===== src/design/integer_square_root_top_defines.svh =====
// assertion macros for the square root controller
`ifndef INTEGER_SQUARE_ROOT_TOP_DEFINES_SVH
`define INTEGER_SQUARE_ROOT_TOP_DEFINES_SVH

`ifndef NO_ASSERTIONS
// checked on every clock edge outside reset
`define ISR_ASSERT(lbl, prop, msg) \
  lbl: assert property (@(posedge clk) disable iff (rst) (prop)) else $error(msg);
// checked on every clock edge, reset included
`define ISR_ASSERT_ALWAYS(lbl, prop, msg) \
  lbl: assert property (@(posedge clk) (prop)) else $error(msg);
`else
`define ISR_ASSERT(lbl, prop, msg)
`define ISR_ASSERT_ALWAYS(lbl, prop, msg)
`endif

`endif


===== src/design/isr_pkg.sv =====
// shared types and constants of the integer square root block
package isr_pkg;

  // default operand width
  localparam int unsigned DataWidthDef = 32;

  // controller states
  typedef enum logic [0:0] {
    ST_IDLE,
    ST_CALC
  } isr_state_t;

  // commands from the controller to the datapath
  typedef struct packed {
    logic load;   // take a new operand
    logic step;   // settle one root bit
    logic store;  // write the finished root to the output register
  } isr_cmd_t;

endpackage


===== src/design/integer_square_root_top.sv =====
// shift-subtract datapath: one root bit per cycle, but the last bit waits while the output register is full
// the next operand is taken on the last root bit
// the output register lets a finished root wait while the next operand is worked on
// reset: synchronous, clears the controller state and the output valid; no clearing pass
module integer_square_root_top #(
  parameter int unsigned DATA_WIDTH = isr_pkg::DataWidthDef
) (
  input  logic clk,
  input  logic rst,
  // slave side, tdata: operand [DATA_WIDTH-1:0], zero padded to bytes
  input  logic                                  s_axis_tvalid,
  output logic                                  s_axis_tready,
  input  logic [((DATA_WIDTH+7)/8)*8-1:0]       s_axis_tdata,
  // master side, tdata: root [DATA_WIDTH/2:0], zero padded to bytes
  output logic                                  m_axis_tvalid,
  input  logic                                  m_axis_tready,
  output logic [((DATA_WIDTH/2+1+7)/8)*8-1:0]   m_axis_tdata
);
  import isr_pkg::*;

  localparam int unsigned OutW = ((DATA_WIDTH / 2 + 1 + 7) / 8) * 8;

  isr_cmd_t              cmd;
  logic [DATA_WIDTH/2:0] root;

  // sequencing and handshakes
  isr_ctrl #(
    .DATA_WIDTH(DATA_WIDTH)
  ) u_ctrl (
    .clk      (clk),
    .rst      (rst),
    .in_valid (s_axis_tvalid),
    .in_ready (s_axis_tready),
    .out_valid(m_axis_tvalid),
    .out_ready(m_axis_tready),
    .cmd      (cmd)
  );

  // root arithmetic
  isr_dp #(
    .DATA_WIDTH(DATA_WIDTH)
  ) u_dp (
    .clk    (clk),
    .cmd    (cmd),
    .operand(s_axis_tdata[DATA_WIDTH-1:0]),
    .root   (root)
  );

  // pad the root word to whole bytes
  assign m_axis_tdata = OutW'(root);

endmodule


===== src/design/isr_ctrl.sv =====
// controller: sequences the root bits and runs both stream handshakes
`include "integer_square_root_top_defines.svh"

module isr_ctrl #(
  parameter int unsigned DATA_WIDTH = isr_pkg::DataWidthDef
) (
  input  logic              clk,
  input  logic              rst,
  input  logic              in_valid,
  output logic              in_ready,
  output logic              out_valid,
  input  logic              out_ready,
  output isr_pkg::isr_cmd_t cmd
);
  import isr_pkg::*;

  localparam int unsigned NSteps = DATA_WIDTH / 2;
  localparam int unsigned CntW   = $clog2(NSteps);

  isr_state_t      state, state_next;
  logic [CntW-1:0] count, count_next;
  logic            out_valid_next;
  logic            last;
  logic            slot_free;

  // state, bit counter and output valid
  always_ff @(posedge clk) begin
    if (rst) begin
      state     <= ST_IDLE;
      count     <= '0;
      out_valid <= 1'b0;
    end else begin
      state     <= state_next;
      count     <= count_next;
      out_valid <= out_valid_next;
    end
  end

  // next state and commands
  always_comb begin
    last       = (state == ST_CALC) && (count == CntW'(NSteps - 1));
    slot_free  = !out_valid || out_ready;
    cmd.store  = last && slot_free;
    cmd.step   = (state == ST_CALC) && (!last || slot_free);
    in_ready   = (state == ST_IDLE) || cmd.store;
    cmd.load   = in_valid && in_ready;
    state_next = state;
    count_next = count;

    unique case (state)
      ST_IDLE: begin
        if (cmd.load) begin
          state_next = ST_CALC;
          count_next = '0;
        end
      end
      ST_CALC: begin
        if (cmd.load) begin
          count_next = '0;
        end else if (cmd.store) begin
          state_next = ST_IDLE;
        end else if (cmd.step) begin
          count_next = count + 1'b1;
        end
      end
      default: begin
        state_next = ST_IDLE;
      end
    endcase

    // output word held until taken
    if (cmd.store) begin
      out_valid_next = 1'b1;
    end else if (out_ready) begin
      out_valid_next = 1'b0;
    end else begin
      out_valid_next = out_valid;
    end
  end

  `ISR_ASSERT(a_load_mid_calc, (cmd.load && state == ST_CALC) |-> cmd.store, "word taken while root busy")
  `ISR_ASSERT(a_store_sets_valid, cmd.store |=> out_valid, "stored root not presented")
  `ISR_ASSERT(a_count_range, (state == ST_CALC) |-> (count <= CntW'(NSteps - 1)), "bit counter past last bit")
  `ISR_ASSERT(a_no_step_idle, (state == ST_IDLE) |-> (!cmd.step && !cmd.store), "datapath worked while idle")
  `ISR_ASSERT_ALWAYS(a_reset_idle, rst |=> (state == ST_IDLE && !out_valid), "reset left controller busy")

endmodule


===== src/design/isr_dp.sv =====
// datapath: shift-subtract square root, one root bit per step, plus output register
module isr_dp #(
  parameter int unsigned DATA_WIDTH = isr_pkg::DataWidthDef
) (
  input  logic                    clk,
  input  isr_pkg::isr_cmd_t       cmd,
  input  logic [DATA_WIDTH-1:0]   operand,
  output logic [DATA_WIDTH/2:0]   root
);
  import isr_pkg::*;

  localparam int unsigned NSteps = DATA_WIDTH / 2;
  localparam int unsigned OpW    = 2 * NSteps;
  localparam int unsigned RemW   = NSteps + 2;

  logic [OpW-1:0]    opnd;
  logic [RemW-1:0]   rem;
  logic [NSteps-1:0] part;
  logic              neg;
  logic [RemW-1:0]   rem_sh;
  logic [RemW-1:0]   trial;
  logic              take;
  logic [RemW-1:0]   rem_next;
  logic [NSteps-1:0] part_next;

  // one root bit: bring down two operand bits, try to subtract 4*root+1
  always_comb begin
    rem_sh    = {rem[NSteps-1:0], opnd[OpW-1 -: 2]};
    trial     = {part, 2'b01};
    take      = (rem_sh >= trial);
    rem_next  = take ? (rem_sh - trial) : rem_sh;
    part_next = {part[NSteps-2:0], take};
  end

  // working registers
  always_ff @(posedge clk) begin
    if (cmd.load) begin
      opnd <= operand[OpW-1:0];
      neg  <= operand[DATA_WIDTH-1];
      rem  <= '0;
      part <= '0;
    end else if (cmd.step) begin
      opnd <= {opnd[OpW-3:0], 2'b00};
      rem  <= rem_next;
      part <= part_next;
    end
  end

  // output register, all ones for a negative operand
  always_ff @(posedge clk) begin
    if (cmd.store) begin
      root <= neg ? '1 : {1'b0, part_next};
    end
  end

endmodule

===== config.mk =====
export PLATFORM = sky130hd
export DESIGN_NAME = integer_square_root_top
export DESIGN_NICKNAME = d
export VERILOG_FILES = /design/src/design/isr_pkg.sv /design/src/design/integer_square_root_top.sv /design/src/design/isr_ctrl.sv /design/src/design/isr_dp.sv
export VERILOG_INCLUDE_DIRS = /design/src /design/src/design
export SDC_FILE = /design/constraint.sdc
export NUM_CORES = 1
export LEC_CHECK = 0
export ABC_AREA = 1
export BUFFER_PORTS_ARGS = -buffer_cell sky130_fd_sc_hd__buf_2
export CORE_UTILIZATION = 35
export CTS_BUF_LIST = sky130_fd_sc_hd__clkbuf_8
export CTS_CLUSTER_DIAMETER = 200
export DETAILED_ROUTE_END_ITERATION = 16
export SYNTH_ARGS = -nofsm -noshare
export SYNTH_HDL_FRONTEND = slang
export SYNTH_SLANG_ARGS = --single-unit

===== constraint.sdc =====
create_clock -name clk -period 4 [get_ports clk]
set_input_delay 0.2 -clock clk [delete_from_list [all_inputs] [get_ports clk]]
set_output_delay 0.2 -clock clk [all_outputs]
set_load 0.02 [all_outputs]

==> results.yml <==
status:
  outcome: "finished, final reports clean"
cts:
  htreeDepth: 3
  hold_buffers: 0
  clkTransAtPathRegs_ns: 0.09
  insertion_delay_ns: 0.37
  cts_made_buffers: 9
  post-cts-setup-buffers: 0
  cts_tree: "done"
  clkSinkCount: 88
  clock-root-buffer: "clkbuf_8"
  ctsResizeCount: 0
  ctsLongestPathBuffers: 2
global_route:
  grt-busiest-layer: "met2"
  grt.met1_usage: 0.1984
  grt_overflow: 0
  grt_pass1_wl_um: 17530
  antenna_found_initial: 0
  use_met3: 0.03137
  grt_pass1_vias: 3738
  grt_max_degree: 52
  use_met2: 0.2529
  grt_usage: 0.1549
yosys:
  synth_area_leaders: "edfxtp_1 31%, nand2_1 18%, dfxtp_1 16%"
  ys.warnings.count: 0
  synth_top_area_cell: "edfxtp_1"
  synthArstFlopShare: 0
  synthesis.instances: 622
  synth_area_um2: 4835
  synth_edf_count: 50
  ys_seq_area_frac: 0.4679
  synthDominantCellAreaShare: 0.3106
  synth-seq-cells: 88
  yosys.cell_types.count: 33
  ys.flop_type: "edfxtp_1"
  synth_area_per_cell_um2: 7.773
cells_and_area:
  fin_util: 0.4049
  fin_nets: 724
  diodes: 0
  n_fill_cell: 1395
  areaGrowthSynthToFinish_pct: 11.78
  drive_gt1_frac: 0.1439
timing:
  worst_pin_slew_ns: 0.7936
  max_freq_ghz: 0.3810
  finalSetupViolCount: 0
  slew_violations: 0
  slew_headroom: 0.4697
  hold_viol: 0
  hold_ws_ns: 0.02536
  final.min_clock_period_ns: 2.625
  totalNegativeSetupSlack_ns: 0
  finalCritPeriodShare: 0.6562
  setup_ws_ns: 1.375
  fin_skew_ns: 0.01122
  rsz0062_at_grt: "false"
die:
  fp.dieW_um: 119.5
  dieArea_um2: 14290
  row_count: 42
  die_h_um: 119.5
  ios: 62
  initial_core_util: 0.3622
  core_um2: 13350
placement:
  dp_hpwl_um: 7521
  port-buffer-count: 54
  gp_congestion: 0.8874
  post-place-ws_ns: 1.367
worst_setup_path:
  required_ns: 4.29
  r2r-end: "u_ctrl.count[2]"
  crit_start: "u_ctrl.count[0]"
  worst-setup-path-type: "reg -> reg"
  crit_fanout: 40
  crit_arrival_ns: 2.91
  cp-start-kind: "flop"
  r2r_slack_ns: 1.38
  r2r-start: "u_ctrl.count[0]"
  cp-end-kind: "flop"
  reg2regPathDepth: 7
hold_path:
  hold_start: "rst"
  min_to: "u_ctrl.state"
  hold_path_depth: 2
  min_path_type: "in -> reg"
detailed_routing:
  drt-initial-drc-count: 274
  routed_wl_um: 10340
  drtAntennaViolNets: 0
  drcViolationCount: 0
  vias: 3958
  firstDrtPassIters: 4
  wl_per_cell_um: 12.17
  vias_per_cell: 4.656
power_and_ir_drop:
  ir_drop_v: 0.0002751
  total_power_mw: 3.569
  p_leak_nw: 2.686
  p_per_area_nw_per_um2: 660.5
flow_run:
  max_cap_viol_count: 0
## cell usage in the layout, fill, tap and decap left out, types with 19 or more instances in the layout
cell and n:
inv_1 81, dfxtp_1 38, ha_1 19, buf_2 54, edfxtp_1 50, nor2_1 33, a21oi_1 33, nand3_1 35
o21ai_0 19, nand2_1 234
## kinds of logic after synthesis
group	count (synthesis)	synth area share
compound gates	57	0.06263
xor+xnor	6	0.01087
fa+ha+maj	19	0.04917
buf+inv	110	0.1033
flops	88	0.4679
other cells	1	0.0007757
simple gates	341	0.3054
## critical path, stage by stage (launching register included)
cell and delay (ns):
dfxtp_1 0.34, ha_1 0.26, nand4_4 0.16, o21ai_2 0.08, nand2_1 0.60, inv_2 0.49, or2_2 0.43, nor3_1 0.18
## power by group
| part | leakage [nW] | internal, mW | switching (mW) | total (mW) |
|---|---|---|---|---|
| clock network | 0.111 | 0.353 | 0.326 | 0.679 |
| registers | 0.804 | 1.10 | 0.0807 | 1.18 |
| logic | 1.77 | 0.582 | 1.13 | 1.71 |
| total | 2.69 | 2.04 | 1.53 | 3.57 |
## sequential cells by signal, indices dropped and copies added, names as in the netlist
register and flops:
u_dp.neg 1, u_dp.root 17, u_dp.part 16, u_ctrl.count 4, u_dp.opnd 32, u_ctrl.state 1
u_dp.rem 16, u_ctrl.out_valid 1
## final cells by class
cell class | instances | area (µm²) | share of cell area
timing repair buffer | 58 | 300.3 | 0.05557
clock buffer | 9 | 123.9 | 0.02292
clock inverter | 7 | 93.84 | 0.01737
inverter | 82 | 307.8 | 0.05696
multi-input combinational | 430 | 2096 | 0.3878
tap | 176 | 220.2 | 0.04075
sequential | 88 | 2262 | 0.4186
## stage by stage
stage	cell area, µm²	cells
2_1_floorplan	4857	628
5_1_grt	5404	850
4_1_cts	5404	850
6_report	5404	850
3_3_place_gp	5186	834
3_5_place_dp	5186	834
## metal layers
metal / share of wire / wire [µm]
met1: 0.47 / 4891
met2: 0.46 / 4807
met3: 0.037 / 384
met4: 0.025 / 261
met5: 0 / 0
## cells in the mapped netlist (all sizes together), types with 2 or more instances
cell type,number
nand2,239
inv,82
edfxtp,50
nor2,40
dfxtp,38
nand3,38
a21oi,35
buf,25
o21ai,21
ha,19
nand4,10
nand3b,7
xor2,5
clkbuf,3
nor3,3
and2,2
or2,2
## how the worst max path moves through the flow
stage	endpoint	slack [ns]	depth (start not counted)
4_1_cts	u_ctrl.count[2]	1.33	7
6_report	u_ctrl.count[2]	1.38	7
5_1_grt	u_dp.opnd[29]	1.11	7
3_5_place_dp	u_ctrl.count[2]	1.37	7
3_3_place_gp	u_ctrl.count[2]	1.46	7
2_1_floorplan	u_dp.opnd[0]	1.70	7
No activity file was read; power rests on OpenSTA's default activity.
